--- config.mk ---
export PLATFORM = sky130hd
export DESIGN_NAME = ipv4_rx_header_filter_top
export DESIGN_NICKNAME = d
export VERILOG_FILES = /design/src/hdl/ipv4f_pkg.sv /design/src/hdl/ipv4f_front.sv /design/src/hdl/ipv4f_queue.sv /design/src/hdl/ipv4f_back.sv /design/src/hdl/ipv4_rx_header_filter_top.sv
export SDC_FILE = /design/constraint.sdc
export NUM_CORES = 1
export LEC_CHECK = 0
export ABC_AREA = 1
export BUFFER_PORTS_ARGS = -buffer_cell sky130_fd_sc_hd__buf_4
export CAP_MARGIN = 20
export CORE_UTILIZATION = 47
export DETAILED_ROUTE_END_ITERATION = 10
export GPL_TIMING_DRIVEN = 0
export HOLD_SLACK_MARGIN = 0.05
export SLEW_MARGIN = 20
export SYNTH_ARGS = -nofsm -noshare
export SYNTH_HDL_FRONTEND = slang
export SYNTH_SLANG_ARGS = --single-unit
--- constraint.sdc ---
create_clock -name clock -period 15.8 [get_ports clock]
set_input_delay 0 -clock clock [delete_from_list [all_inputs] [get_ports clock]]
set_output_delay 0 -clock clock [all_outputs]
set_load 0.01 [all_outputs]
--- src/hdl/ipv4f_pkg.sv ---
// ipv4f_pkg: shared types and constants for the ipv4 receive header filter
// used by the front parser, the summary queue, the verdict stage and the top level
// no dependencies

package ipv4f_pkg;

   localparam int QUEUE_DEPTH = 4;

   localparam int CSR_INDEX_W = 2;
   localparam int CSR_DATA_W  = 32;
   localparam int RSP_TDATA_W = 136;

   localparam logic [CSR_INDEX_W-1:0] CSR_LOCAL_ADDR = 2'd0;
   localparam logic [CSR_INDEX_W-1:0] CSR_NET_MASK   = 2'd1;
   localparam logic [CSR_INDEX_W-1:0] CSR_EXTRA_ADDR = 2'd2;

   localparam logic [15:0] BYTE_COUNT_MAX = 16'hFFFF;
   localparam logic [15:0] MIN_PKT_BYTES  = 16'd20;
   localparam logic [5:0]  MIN_HDR_BYTES  = 6'd20;
   localparam logic [3:0]  IP_VERSION_4   = 4'd4;
   localparam logic [15:0] FRAG_MASK      = 16'h3FFF;
   localparam logic [7:0]  LOOPBACK_NET   = 8'd127;
   localparam logic [31:0] BCAST_ADDR     = 32'hFFFF_FFFF;
   localparam logic [15:0] SUM_GOOD       = 16'hFFFF;

   localparam logic [7:0] PROTO_ICMP = 8'd1;
   localparam logic [7:0] PROTO_TCP  = 8'd6;
   localparam logic [7:0] PROTO_UDP  = 8'd17;

   typedef enum logic [1:0] {
      CLASS_ICMP  = 2'd0,
      CLASS_UDP   = 2'd1,
      CLASS_TCP   = 2'd2,
      CLASS_OTHER = 2'd3
   } proto_class_type;

   typedef enum logic [2:0] {
      REASON_NONE     = 3'd0,
      REASON_SHORT    = 3'd1,
      REASON_VERSION  = 3'd2,
      REASON_LENGTH   = 3'd3,
      REASON_CHECKSUM = 3'd4,
      REASON_FRAGMENT = 3'd5,
      REASON_NOT_OURS = 3'd6,
      REASON_PROTOCOL = 3'd7
   } drop_reason_type;

   // everything the parser collected for one packet
   typedef struct packed {
      logic [15:0] byte_count;
      logic [7:0]  ver_ihl;
      logic [15:0] total_len;
      logic [15:0] frag;
      logic [7:0]  proto;
      logic [31:0] src;
      logic [31:0] dst;
      logic [16:0] sum;
   } summary_type;

endpackage

--- src/hdl/ipv4f_front.sv ---
// ipv4f_front: byte-serial header parser, captures fields and folds the header checksum
// depends on ipv4f_pkg

module ipv4f_front (
   input  logic                   clock,
   input  logic                   reset,
   input  logic                   req_tvalid,
   output logic                   req_tready,
   input  logic [7:0]             req_tdata,
   input  logic                   req_tlast,
   input  logic                   queue_full,
   output logic                   push,
   output ipv4f_pkg::summary_type push_data
);

   logic [15:0] byte_count_ff, byte_count_in;
   logic [7:0]  ver_ihl_ff, ver_ihl_in;
   logic [15:0] total_len_ff, total_len_in;
   logic [15:0] frag_ff, frag_in;
   logic [7:0]  proto_ff, proto_in;
   logic [31:0] src_ff, src_in;
   logic [31:0] dst_ff, dst_in;
   logic [16:0] sum_ff, sum_in;
   logic [7:0]  high_half_ff, high_half_in;

   logic        accept;
   logic [5:0]  hdr_len;
   logic [16:0] word_sum;

   assign req_tready = !queue_full;
   assign accept     = req_tvalid && req_tready;
   assign push       = accept && req_tlast;

   always_comb begin
      byte_count_in = byte_count_ff;
      ver_ihl_in    = ver_ihl_ff;
      total_len_in  = total_len_ff;
      frag_in       = frag_ff;
      proto_in      = proto_ff;
      src_in        = src_ff;
      dst_in        = dst_ff;
      sum_in        = sum_ff;
      high_half_in  = high_half_ff;
      hdr_len       = {ver_ihl_ff[3:0], 2'b00};
      word_sum      = sum_ff + {1'b0, high_half_ff, req_tdata};

      if (byte_count_ff != ipv4f_pkg::BYTE_COUNT_MAX) begin
         byte_count_in = byte_count_ff + 16'd1;
         // header length is known from the very first byte on
         if (byte_count_ff == 16'd0) begin
            hdr_len = {req_tdata[3:0], 2'b00};
         end

         case (byte_count_ff)
            16'd0: ver_ihl_in = req_tdata;
            16'd2: total_len_in = {req_tdata, total_len_ff[7:0]};
            16'd3: total_len_in = {total_len_ff[15:8], req_tdata};
            16'd6: frag_in = {req_tdata, frag_ff[7:0]};
            16'd7: frag_in = {frag_ff[15:8], req_tdata};
            16'd9: proto_in = req_tdata;
            default: ;
         endcase

         if (byte_count_ff >= 16'd12 && byte_count_ff <= 16'd15) begin
            src_in = {src_ff[23:0], req_tdata};
         end else if (byte_count_ff >= 16'd16 && byte_count_ff <= 16'd19) begin
            dst_in = {dst_ff[23:0], req_tdata};
         end

         if (byte_count_ff < {10'd0, hdr_len}) begin
            if (!byte_count_ff[0]) begin
               high_half_in = req_tdata;
            end else begin
               // end-around carry
               sum_in = {1'b0, word_sum[15:0]} + {16'd0, word_sum[16]};
            end
         end
      end
   end

   always_comb begin
      push_data.byte_count = byte_count_in;
      push_data.ver_ihl    = ver_ihl_in;
      push_data.total_len  = total_len_in;
      push_data.frag       = frag_in;
      push_data.proto      = proto_in;
      push_data.src        = src_in;
      push_data.dst        = dst_in;
      push_data.sum        = sum_in;
   end

   always_ff @(posedge clock) begin
      if (reset || push) begin
         byte_count_ff <= '0;
         ver_ihl_ff    <= '0;
         total_len_ff  <= '0;
         frag_ff       <= '0;
         proto_ff      <= '0;
         src_ff        <= '0;
         dst_ff        <= '0;
         sum_ff        <= '0;
         high_half_ff  <= '0;
      end else if (accept) begin
         byte_count_ff <= byte_count_in;
         ver_ihl_ff    <= ver_ihl_in;
         total_len_ff  <= total_len_in;
         frag_ff       <= frag_in;
         proto_ff      <= proto_in;
         src_ff        <= src_in;
         dst_ff        <= dst_in;
         sum_ff        <= sum_in;
         high_half_ff  <= high_half_in;
      end
   end

endmodule

--- src/hdl/ipv4f_queue.sv ---
// ipv4f_queue: short fifo of packet summaries between parser and verdict stage
// depends on ipv4f_pkg

module ipv4f_queue #(
   parameter int Depth = ipv4f_pkg::QUEUE_DEPTH
) (
   input  logic                   clock,
   input  logic                   reset,
   input  logic                   push,
   input  ipv4f_pkg::summary_type push_data,
   output logic                   full,
   output logic                   head_valid,
   output ipv4f_pkg::summary_type head_data,
   input  logic                   pop
);

   localparam int PtrW = (Depth > 1) ? $clog2(Depth) : 1;
   localparam int CntW = $clog2(Depth + 1);
   localparam logic [PtrW-1:0] LastPtr = PtrW'(Depth - 1);
   localparam logic [CntW-1:0] FullCnt = CntW'(Depth);

   ipv4f_pkg::summary_type entries_ff [Depth];
   logic [PtrW-1:0] wr_ptr_ff, wr_ptr_in;
   logic [PtrW-1:0] rd_ptr_ff, rd_ptr_in;
   logic [CntW-1:0] count_ff, count_in;
   logic            do_push, do_pop;

   assign full       = (count_ff == FullCnt);
   assign head_valid = (count_ff != '0);
   assign head_data  = entries_ff[rd_ptr_ff];
   assign do_push    = push && !full;
   assign do_pop     = pop && head_valid;

   always_comb begin
      wr_ptr_in = wr_ptr_ff;
      rd_ptr_in = rd_ptr_ff;
      count_in  = count_ff;
      if (do_push) begin
         wr_ptr_in = (wr_ptr_ff == LastPtr) ? '0 : wr_ptr_ff + PtrW'(1);
      end
      if (do_pop) begin
         rd_ptr_in = (rd_ptr_ff == LastPtr) ? '0 : rd_ptr_ff + PtrW'(1);
      end
      if (do_push && !do_pop) begin
         count_in = count_ff + CntW'(1);
      end else if (do_pop && !do_push) begin
         count_in = count_ff - CntW'(1);
      end
   end

   always_ff @(posedge clock) begin
      if (do_push) begin
         entries_ff[wr_ptr_ff] <= push_data;
      end
   end

   always_ff @(posedge clock) begin
      if (reset) begin
         wr_ptr_ff <= '0;
         rd_ptr_ff <= '0;
         count_ff  <= '0;
      end else begin
         wr_ptr_ff <= wr_ptr_in;
         rd_ptr_ff <= rd_ptr_in;
         count_ff  <= count_in;
      end
   end

endmodule

--- src/hdl/ipv4f_back.sv ---
// ipv4f_back: verdict stage, runs the ordered drop checks, keeps the drop counter
// and holds the result register; also owns the interface address registers
// depends on ipv4f_pkg

module ipv4f_back (
   input  logic                                 clock,
   input  logic                                 reset,
   input  logic                                 csr_we,
   input  logic [ipv4f_pkg::CSR_INDEX_W-1:0]    csr_index,
   input  logic [ipv4f_pkg::CSR_DATA_W-1:0]     csr_wdata,
   input  logic                                 head_valid,
   input  ipv4f_pkg::summary_type               head_data,
   output logic                                 pop,
   output logic                                 rsp_tvalid,
   input  logic                                 rsp_tready,
   output logic [ipv4f_pkg::RSP_TDATA_W-1:0]    rsp_tdata
);

   logic [31:0] local_addr_ff, net_mask_ff, extra_addr_ff;
   logic [31:0] drop_count_ff, drop_count_in;
   logic        rsp_valid_ff;
   logic [ipv4f_pkg::RSP_TDATA_W-1:0] rsp_tdata_ff, rsp_tdata_in;

   ipv4f_pkg::drop_reason_type reason;
   ipv4f_pkg::proto_class_type cls;
   logic [5:0]  ihl_bytes;
   logic        is_bcast, is_local, dest_ours;

   assign pop        = head_valid && (!rsp_valid_ff || rsp_tready);
   assign rsp_tvalid = rsp_valid_ff;
   assign rsp_tdata  = rsp_tdata_ff;
   assign ihl_bytes  = {head_data.ver_ihl[3:0], 2'b00};

   always_comb begin
      is_bcast = (head_data.dst == ipv4f_pkg::BCAST_ADDR) ||
                 (local_addr_ff != '0 && net_mask_ff != '0 &&
                  head_data.dst == ((local_addr_ff & net_mask_ff) | ~net_mask_ff));
      is_local = (head_data.dst[31:24] == ipv4f_pkg::LOOPBACK_NET) ||
                 (local_addr_ff != '0 && head_data.dst == local_addr_ff) ||
                 (extra_addr_ff != '0 && head_data.dst == extra_addr_ff);
      // unconfigured interface takes everything
      dest_ours = is_bcast || is_local || (local_addr_ff == '0);
   end

   always_comb begin
      if (head_data.byte_count < ipv4f_pkg::MIN_PKT_BYTES) begin
         reason = ipv4f_pkg::REASON_SHORT;
      end else if (head_data.ver_ihl[7:4] != ipv4f_pkg::IP_VERSION_4) begin
         reason = ipv4f_pkg::REASON_VERSION;
      end else if (ihl_bytes < ipv4f_pkg::MIN_HDR_BYTES ||
                   head_data.total_len < {10'd0, ihl_bytes} ||
                   head_data.total_len > head_data.byte_count) begin
         reason = ipv4f_pkg::REASON_LENGTH;
      end else if (head_data.sum[15:0] != ipv4f_pkg::SUM_GOOD) begin
         reason = ipv4f_pkg::REASON_CHECKSUM;
      end else if ((head_data.frag & ipv4f_pkg::FRAG_MASK) != '0) begin
         reason = ipv4f_pkg::REASON_FRAGMENT;
      end else if (!dest_ours) begin
         reason = ipv4f_pkg::REASON_NOT_OURS;
      end else if (head_data.proto != ipv4f_pkg::PROTO_ICMP &&
                   head_data.proto != ipv4f_pkg::PROTO_UDP &&
                   head_data.proto != ipv4f_pkg::PROTO_TCP) begin
         reason = ipv4f_pkg::REASON_PROTOCOL;
      end else begin
         reason = ipv4f_pkg::REASON_NONE;
      end
   end

   always_comb begin
      unique case (head_data.proto)
         ipv4f_pkg::PROTO_ICMP: cls = ipv4f_pkg::CLASS_ICMP;
         ipv4f_pkg::PROTO_UDP:  cls = ipv4f_pkg::CLASS_UDP;
         ipv4f_pkg::PROTO_TCP:  cls = ipv4f_pkg::CLASS_TCP;
         default:               cls = ipv4f_pkg::CLASS_OTHER;
      endcase
   end

   always_comb begin
      drop_count_in = drop_count_ff;
      if (reason != ipv4f_pkg::REASON_NONE) begin
         drop_count_in = drop_count_ff + 32'd1;
      end
      rsp_tdata_in = {4'd0, drop_count_in, head_data.dst, head_data.src,
                      head_data.total_len, ihl_bytes, head_data.proto, cls, reason,
                      (reason == ipv4f_pkg::REASON_NONE)};
   end

   always_ff @(posedge clock) begin
      if (pop) begin
         rsp_tdata_ff <= rsp_tdata_in;
      end
   end

   always_ff @(posedge clock) begin
      if (reset) begin
         local_addr_ff <= '0;
         net_mask_ff   <= '0;
         extra_addr_ff <= '0;
         drop_count_ff <= '0;
         rsp_valid_ff  <= 1'b0;
      end else begin
         if (csr_we) begin
            unique case (csr_index)
               ipv4f_pkg::CSR_LOCAL_ADDR: local_addr_ff <= csr_wdata;
               ipv4f_pkg::CSR_NET_MASK:   net_mask_ff   <= csr_wdata;
               ipv4f_pkg::CSR_EXTRA_ADDR: extra_addr_ff <= csr_wdata;
               default: ;
            endcase
         end
         if (pop) begin
            rsp_valid_ff  <= 1'b1;
            drop_count_ff <= drop_count_in;
         end else if (rsp_tready) begin
            rsp_valid_ff <= 1'b0;
         end
      end
   end

endmodule

--- src/hdl/ipv4_rx_header_filter_top.sv ---
// a summary enters the queue on the last byte's transaction; the verdict stage then
//   pops it into the result register; throughput: one byte per cycle while req_tready
//   is high; one verdict per cycle while rsp_tready is high, draining the summary queue
// req_tready drops only while the summary queue (QueueDepth entries) is full
// reset: synchronous, active high; clears packet state, queue, drop counter and registers
// ipv4_rx_header_filter_top: depends on ipv4f_pkg, ipv4f_front, ipv4f_queue, ipv4f_back

module ipv4_rx_header_filter_top #(
   parameter int QueueDepth = ipv4f_pkg::QUEUE_DEPTH
) (
   input  logic                               clock,
   input  logic                               reset,
   input  logic                               req_tvalid,
   output logic                               req_tready,
   input  logic [7:0]                         req_tdata,  // data_byte
   input  logic                               req_tlast,  // last_byte
   output logic                               rsp_tvalid,
   input  logic                               rsp_tready,
   // accepted, drop_reason[3], proto_class[2], protocol_number[8], header_bytes[6],
   // total_bytes[16], source_addr[32], dest_addr[32], dropped_count[32], zero fill
   output logic [ipv4f_pkg::RSP_TDATA_W-1:0]  rsp_tdata,
   input  logic                               csr_we,
   input  logic [ipv4f_pkg::CSR_INDEX_W-1:0]  csr_index,
   input  logic [ipv4f_pkg::CSR_DATA_W-1:0]   csr_wdata
);

   logic                   push, queue_full, head_valid, pop;
   ipv4f_pkg::summary_type push_data, head_data;

   ipv4f_front u_front (
      .clock      (clock),
      .reset      (reset),
      .req_tvalid (req_tvalid),
      .req_tready (req_tready),
      .req_tdata  (req_tdata),
      .req_tlast  (req_tlast),
      .queue_full (queue_full),
      .push       (push),
      .push_data  (push_data)
   );

   ipv4f_queue #(.Depth(QueueDepth)) u_queue (
      .clock      (clock),
      .reset      (reset),
      .push       (push),
      .push_data  (push_data),
      .full       (queue_full),
      .head_valid (head_valid),
      .head_data  (head_data),
      .pop        (pop)
   );

   ipv4f_back u_back (
      .clock      (clock),
      .reset      (reset),
      .csr_we     (csr_we),
      .csr_index  (csr_index),
      .csr_wdata  (csr_wdata),
      .head_valid (head_valid),
      .head_data  (head_data),
      .pop        (pop),
      .rsp_tvalid (rsp_tvalid),
      .rsp_tready (rsp_tready),
      .rsp_tdata  (rsp_tdata)
   );

endmodule

==> results.py, run 1 <==
metrics = {
    "run_status": {
        "status": "completed",
    },
    "clock_tree": {
        "post-cts-setup-buffer-count": 0,
        "cts_tree": "built",
        "cts_resized": 0,
        "cts_sinks": 987,
        "numCtsBuffers": 102,
        "root_buffer": "clkbuf_16",
        "cts.clk_slew.worst_paths_ps": 70,
        "clk_latency_ps": 710,
        "clock_path_buffers": 3,
        "holdBufCountCts": 58,
        "cts_htree_levels": 3,
    },
    "floorplanning": {
        "num_rows": 109,
        "start_util_pct": 47.73,
        "dieArea_um2": 91360,
        "ioPinCount": 186,
        "die_h_um": 302.3,
        "core-area_um2": 88780,
        "die_w_um": 302.3,
    },
    "sta": {
        "period_minus_slack_ps": 6631,
        "finClkSkew_ps": 33.68,
        "rsz0062_at_grt": "no",
        "holdWs_ps": 100.4,
        "finalHoldViolCount": 0,
        "period_share_pct": 41.97,
        "setup_slack_ps": 9169,
        "slew_violations": 0,
        "slew_headroom_pct": 21.33,
        "fmax_mhz": 150.8,
        "setup-tns-final_ps": 0,
        "worst_pin_slew_ps": 1168,
        "finalSetupViolCount": 0,
    },
    "synthesis": {
        "async_flop_share_pct": 0,
        "netlist_area_um2": 42370,
        "synth_cell_types": 52,
        "synth_seq_area_share_pct": 63.12,
        "synth_top_area_share_pct": 49.47,
        "avgSynthCellArea_um2": 9.806,
        "syn_inst": 4321,
        "synth_edf_count": 698,
        "synth_ff_type": "edfxtp_1",
        "synth_area_leader_cell": "edfxtp_1",
        "synth-seq-cells": 987,
        "ys_warn_count": 0,
        "synthTopCellsByArea": "edfxtp_1 (49%), dfxtp_1 (14%), nand2_1 (7.0%)",
    },
    "run": {
        "max_cap_violations": 0,
    },
    "layout": {
        "syn_to_final_growth_pct": 18.24,
        "seqCellArea_um2": 26750,
        "fillers": 7839,
        "nets": 4798,
        "multi_input_area_um2": 12670,
        "final_cells": 5952,
        "drive_gt1_share_pct": 9.609,
        "num_antenna_cells": 0,
    },
    "place": {
        "gp_congestion": 0.9577,
        "numPortBuffers": 178,
        "dp_cells": 5700,
        "dp_hpwl_um": 86490,
        "pre_cts_ws_ps": 9200,
    },
    "grt": {
        "grt_overflow": 0,
        "grt_max_degree": 50,
        "grt_pass1_wl_um": 182100,
        "busiest_layer": "met2",
        "grt_use_met2_pct": 43.20,
        "grtUsageTotal_pct": 26.41,
        "met1_usage_pct": 36.65,
        "antenna_found_initial": 5,
        "grt_pass1_vias": 30105,
        "grtUsageMet3_pct": 3.347,
    },
    "drt": {
        "drt-wirelength-per-cell_um": 20.37,
        "route.detailed.drc": 0,
        "wirelength_um": 121200,
        "drt-initial-drc-count": 2813,
        "vias": 32239,
        "vias_per_cell": 5.416,
        "first_pass_iters": 6,
        "antenna_left": 0,
    },
    "critical_path": {
        "cp_top_family": "buffers and inverters",
        "worstPathRequired_ps": 16240,
        "cp_slowest_cell": "clkbuf_1",
        "crit_path_frequent_cell": "nand2_1",
        "start_kind": "flip-flop",
        "endpoint_kind": "flip-flop",
        "worstSetupPathType": "flip-flop to flip-flop",
        "crit_path_max_incr_delay_ps": 800,
        "critPathArrivalTime_ps": 7070,
        "cp_num_buf_inv": 9,
        "crit_fanout": 10,
    },
    "power_and_ir_drop": {
        "switching_share_pct": 34.77,
        "p_switching_w": 0.003004,
        "internal-power_w": 0.005636,
        "power_density_nw_per_um2": 172.5,
        "total_power_w": 0.008640,
        "pwr-share-comb_pct": 30.7,
        "p_leak_nw": 20.32,
        "ir_worst_vdd_uv": 113.8,
        "seqPwrFrac_pct": 39.9,
        "p_clk_share_pct": 29.4,
    },
    "min_path": {
        "hold_path_class": "input pin to flip-flop",
    },
}
per-layer routing:
metal,routed length (µm),part of all wire (%)
met5,27,0.022
met4,3467,2.9
met2,57080,47
met3,6857,5.7
met1,53780,44
logic make-up after synthesis:
group,synth area share [%]
other cells,0.008850
xor+xnor,1.406
simple gates,15.71
compound gates,11.06
fa+ha+maj,1.600
buf+inv,7.099
flops,63.12
final timing paths:
path	startpoint	end	slack [ps]	cells past startpoint
worst min-delay path	csr_wdata[3]	u_back.extra_addr_ff[3]$_SDFFE_PP0P_	100	4
worst max-delay path	flip-flop	u_back.rsp_tdata[131]$_DFFE_PP_	9170	25
worst min register to register	u_front.high_half_ff[2]$_SDFFE_PP0P_	u_front.high_half_ff[2]$_SDFFE_PP0P_	460	2
worst max register to register	flip-flop	u_back.rsp_tdata[131]$_DFFE_PP_	9170	25
power by group through the flow:
stage / Clock (W) / Combinational (W) / Sequential, W
5_1_grt: 0.00267 / 0.00292 / 0.00349
3_5_place_dp: 0 / 0.00263 / 0.00350
3_3_place_gp: 0 / 0.00255 / 0.00358
6_report: 0.00254 / 0.00265 / 0.00345
2_1_floorplan: 0 / 0.00143 / 0.00362
4_1_cts: 0.00257 / 0.00265 / 0.00345
placed cells by master, fill, tap and decap left out, drive strengths merged, types with 6 or more instances in the layout:
cell and n:
ha 51, bufinv 16, nand3 207, nand4 77
o22ai 74, nor4 29, inv 552, a211oi 9
conb 6, edfxtp 698, nor2 420, xnor2 12
nand2 794, dlygate4sd3 58, o21ai 479, a32oi 6
dfxtp 289, nor3 50, a32o 17, xor2 56
buf 278, nand3b 9, clkbuf 256, clkinv 41
a21oi 272
stage by stage:
step / instance area (µm²) / utilization (%)
after floorplan: 42390 / -
after global placement: 45190 / 50.89
after detailed placement: 45960 / 51.77
after CTS: 50100 / 56.43
after global routing: 50100 / 56.43
final: 50100 / 56.43
worst register-to-register path: cells and delay by family, from the launching register on:
kind	cells	cell delay, ps
AO/OA/AOI/OAI	5	1570
adder cells (fa/ha/maj)	1	340
buffers and inverters	9	3060
flip-flops	1	310
AND/OR/NAND/NOR	10	1120
layout make-up:
class	count	share of cell area (%)
Buffer	195	1.890
Timing Repair Buffer	267	5.309
Sequential cell	987	53.38
Clock inverter	64	1.673
Inverter	548	4.121
Tap cell	1165	2.909
Clock buffer	130	5.429
Multi-Input combinational cell	2596	25.29
flip-flops by register name (all words and copies together), names as in the netlist, 2 cells and up, named ones only:
| signal | cells |
|---|---|
| u_front.dst_ff | 32 |
| u_front.total_len_ff | 16 |
| u_back.rsp_tdata | 130 |
| u_front.ver_ihl_ff | 8 |
| u_back.extra_addr_ff | 32 |
| u_front.high_half_ff | 8 |
| u_queue.entries_ff | 568 |
| u_front.frag_ff | 14 |
| u_queue.count_ff | 3 |
| u_front.sum_ff | 16 |
| u_front.src_ff | 32 |
| u_back.local_addr_ff | 32 |
| u_front.proto_ff | 8 |
| u_queue.rd_ptr_ff | 2 |
| u_front.byte_count_ff | 16 |
| u_back.drop_count_ff | 32 |
| u_queue.wr_ptr_ff | 2 |
| u_back.net_mask_ff | 32 |
cell usage after synthesis (2+ instances only):
cell        n
dfxtp_1   289
inv_1     536
nand2_1   793
a21boi_0    2
buf_1       6
ha_1       51
a211oi_1    9
buf_6      12
a32oi_1     4
fa_1        2
a32oi_2     2
buf_2      28
a31oi_1     2
nor3_2      3
o21ai_1     5
clkbuf_1  126
o41ai_1     2
buf_4      23
nor4_1     28
o211ai_1    5
nor2_1    419
a32o_1     17
o21a_1      3
xnor2_1    12
a21oi_1   271
nor3_1     47
nand3_1   206
o21ai_0   474
or2_2       3
and3_1      2
edfxtp_1  698
o22ai_1    74
nand3b_1    9
xor2_1     56
inv_2       9
nand4_1    77
(Power assumes the default switching activity.)
==> inputs of run 2 (changes only) <==
--- a/config.mk
+++ b/config.mk
@@ -5,13 +5,14 @@
 export SDC_FILE = /design/constraint.sdc
 export NUM_CORES = 1
 export LEC_CHECK = 0
-export ABC_AREA = 1
+export ABC_AREA = 0
 export BUFFER_PORTS_ARGS = -buffer_cell sky130_fd_sc_hd__buf_4
 export CAP_MARGIN = 20
 export CORE_UTILIZATION = 47
 export DETAILED_ROUTE_END_ITERATION = 10
 export GPL_TIMING_DRIVEN = 0
 export HOLD_SLACK_MARGIN = 0.05
+export PLACE_DENSITY = 0.66
 export SLEW_MARGIN = 20
 export SYNTH_ARGS = -nofsm -noshare
 export SYNTH_HDL_FRONTEND = slang
==> constraint.sdc (replaced) <==
create_clock -name clock -period 5.5 [get_ports clock]
set_input_delay 0 -clock clock [delete_from_list [all_inputs] [get_ports clock]]
set_output_delay 0 -clock clock [all_outputs]
set_load 0.01 [all_outputs]
==> results.py, run 2 <==
metrics = {
    "power_and_ir_drop": {
        "switching_share_pct": 30.95,
        "total_power_w": 0.02228,
        "power_density_nw_per_um2": 459.3,
        "internal-power_w": 0.01539,
        "p_leak_nw": 16.49,
        "p_switching_w": 0.006896,
        "ir_worst_vdd_uv": 489.8,
        "p_clk_share_pct": 30.3,
        "pwr-share-comb_pct": 27.2,
        "seqPwrFrac_pct": 42.5,
    },
    "synthesis": {
        "synth_area_leader_cell": "edfxtp_1",
        "syn_inst": 3182,
        "async_flop_share_pct": 0,
        "synth_ff_type": "edfxtp_1",
        "synth_edf_count": 698,
        "avgSynthCellArea_um2": 13.04,
        "synth-seq-cells": 987,
        "synthTopCellsByCount": "edfxtp_1 (698), nand2_1 (434), dfxtp_1 (289), nor2_1 (205), a21oi_1 (198)",
        "yosysMostFrequentCell": "edfxtp_1",
        "synth_seq_area_share_pct": 64.45,
        "synth_top_area_share_pct": 50.51,
        "synth_cell_types": 80,
        "ys_warn_count": 0,
        "netlist_area_um2": 41500,
        "synthTopCellsByArea": "edfxtp_1 (51%), dfxtp_1 (14%), mux4_2 (5.7%)",
    },
    "sta": {
        "slew_headroom_pct": 23.63,
        "fmax_mhz": 189.8,
        "rsz0062_at_grt": "no",
        "period_minus_slack_ps": 5269,
        "period_share_pct": 95.81,
        "worst_pin_slew_ps": 1146,
        "setup-tns-final_ps": 0,
        "finalSetupViolCount": 0,
        "finalHoldViolCount": 0,
        "setup_slack_ps": 230.6,
        "slew_violations": 0,
        "holdWs_ps": 93.61,
        "finClkSkew_ps": 30.85,
    },
    "critical_path": {
        "worstSetupPathType": "flip-flop to flip-flop",
        "r2r_cells": 20,
        "crit_fanout": 4,
        "start_kind": "flip-flop",
        "critPathArrivalTime_ps": 5640,
        "worstPathRequired_ps": 5870,
        "endpoint_kind": "flip-flop",
    },
    "clock_tree": {
        "cts.clk_slew.worst_paths_ps": 60,
        "numCtsBuffers": 99,
        "post-cts-setup-buffer-count": 0,
        "cts_htree_levels": 3,
        "cts_sinks": 987,
        "root_buffer": "clkbuf_16",
        "clock_path_buffers": 3,
        "cts_tree": "built",
        "clk_latency_ps": 680,
    },
    "layout": {
        "regMostFlops": "u_queue.entries_ff",
        "drive_gt1_share_pct": 17.95,
        "fillers": 7162,
        "final_util_pct": 55.67,
        "layout_commonest_cell": "edfxtp_1",
        "seqCellArea_um2": 26750,
        "final_cell_mix": "edfxtp_1 (698), nand2_1 (434), dfxtp_1 (289)",
        "largest_register_ffs": 568,
        "multi_input_area_um2": 13800,
        "nets": 3630,
        "syn_to_final_growth_pct": 16.92,
        "num_antenna_cells": 0,
    },
    "drt": {
        "vias": 27606,
        "drt-initial-drc-count": 2793,
        "drt-wirelength-per-cell_um": 23.61,
        "wirelength_um": 112600,
        "first_pass_iters": 7,
        "route.detailed.drc": 0,
        "vias_per_cell": 5.786,
        "antenna_left": 0,
    },
    "grt": {
        "grt_max_degree": 55,
        "grt_overflow": 0,
        "grt_pass1_wl_um": 167200,
        "grt_pass1_vias": 26694,
        "antenna_found_initial": 1,
        "grtUsageTotal_pct": 24.87,
    },
    "place": {
        "gp_congestion": 0.9763,
        "pre_cts_ws_ps": -1794,
        "numPortBuffers": 178,
        "dp_hpwl_um": 79460,
    },
    "floorplanning": {
        "num_rows": 108,
        "core-area_um2": 87160,
        "die_h_um": 299.1,
        "dieArea_um2": 89480,
        "die_w_um": 299.1,
        "ioPinCount": 186,
        "start_util_pct": 47.61,
    },
    "min_path": {
        "min_path_cells": 7,
        "hold_path_class": "input pin to flip-flop",
    },
    "run_status": {
        "status": "completed",
    },
    "run": {
        "max_cap_violations": 0,
    },
}
-- run 2: cell types whose count changed in the layout (fill, tap and decap cells not counted), moves of 73 or more --
cell,change
inv_1,-470
o21ai_0,-408
nand2_1,-359
nor2_1,-210
nand3_1,-142
mux2_2,+117
mux4_2,+105
xnor2_1,+97
a21oi_1,-73
-- run 2: area by class of cell --
| type | instances | share of cell area (%) |
|---|---|---|
| clock buffer | 130 | 5.640 |
| sequential | 987 | 55.12 |
| inverter | 67 | 0.5183 |
| clock inverter | 58 | 1.088 |
| multi-input combinational | 1958 | 28.45 |
| tap | 1155 | 2.979 |
| timing repair buffer | 246 | 4.523 |
| buffer | 170 | 1.676 |
-- run 2: worst max-delay path: stages, from the launching register on --
cell,delay (ps)
dfxtp_1,350
ha_1,220
inv_1,70
fa_1,390
nand2b_1,180
a32oi_1,350
nand3_1,180
a41oi_1,240
o21ai_0,110
nand2b_1,120
a21o_1,130
a21oi_1,70
xnor2_1,350
ha_1,250
ha_1,190
and3_1,210
nand3_1,160
or4b_2,780
nor3_2,270
xnor2_1,190
o21ai_1,160
-- run 2: final timing paths --
kind                            slack (ps)                                  end                       startpoint
worst max-delay path                   230  u_queue.entries_ff[3][14]$_DFFE_PP_   u_front.sum_ff[0]$_SDFFE_PP0P_
worst min-delay path                    90       u_front.sum_ff[7]$_SDFFE_PP0P_                     req_tdata[6]
worst max register to register         230  u_queue.entries_ff[3][14]$_DFFE_PP_   u_front.sum_ff[0]$_SDFFE_PP0P_
worst min register to register         450      u_front.dst_ff[26]$_SDFFE_PP0P_  u_front.dst_ff[26]$_SDFFE_PP0P_
-- run 2: metrics by stage --
stage / cell area, µm² / instances
after global placement: 44300 / 4520
final: 48520 / 4771
after global routing: 48520 / 4771
after CTS: 48500 / 4773
after floorplan: 41520 / 3187
after detailed placement: 44680 / 4536
-- run 2: kinds of logic (layout without fill, tap and decap cells) --
group	count (synthesis)	count (layout)	share of synthesized area (%)
simple gates	1076	1076	12.21
flops	987	987	64.45
compound gates	402	402	5.913
mux	283	283	10.39
buf+inv	242	671	2.473
xor+xnor	138	138	2.913
fa+ha+maj	53	53	1.634
other cells	1	6	0.009037
-- run 2: metal layers --
layer	wire (µm)	track usage, %
met5	0	0
met4	3739	8.467
met3	7822	3.624
met2	52340	39.98
met1	48740	34.70
-- run 2: timing repair --
action | 4_1_cts | 5_1_grt
pin swaps | 0 | 0
setup endpoints to repair | 68 | 78
gates cloned | 0 | 0
hold buffers | 52 | 0
gates resized for setup | 18 | 9
hold endpoints to repair | 187 | 0
-- run 2: power groups by stage --
stage | Sequential, W | Combinational, W | Clock (W)
4_1_cts | 0.00947 | 0.00607 | 0.00684
6_report | 0.00947 | 0.00607 | 0.00674
5_1_grt | 0.00955 | 0.00645 | 0.00712
2_1_floorplan | 0.00986 | 0.00323 | 0
3_3_place_gp | 0.00955 | 0.00539 | 0
3_5_place_dp | 0.00962 | 0.00599 | 0
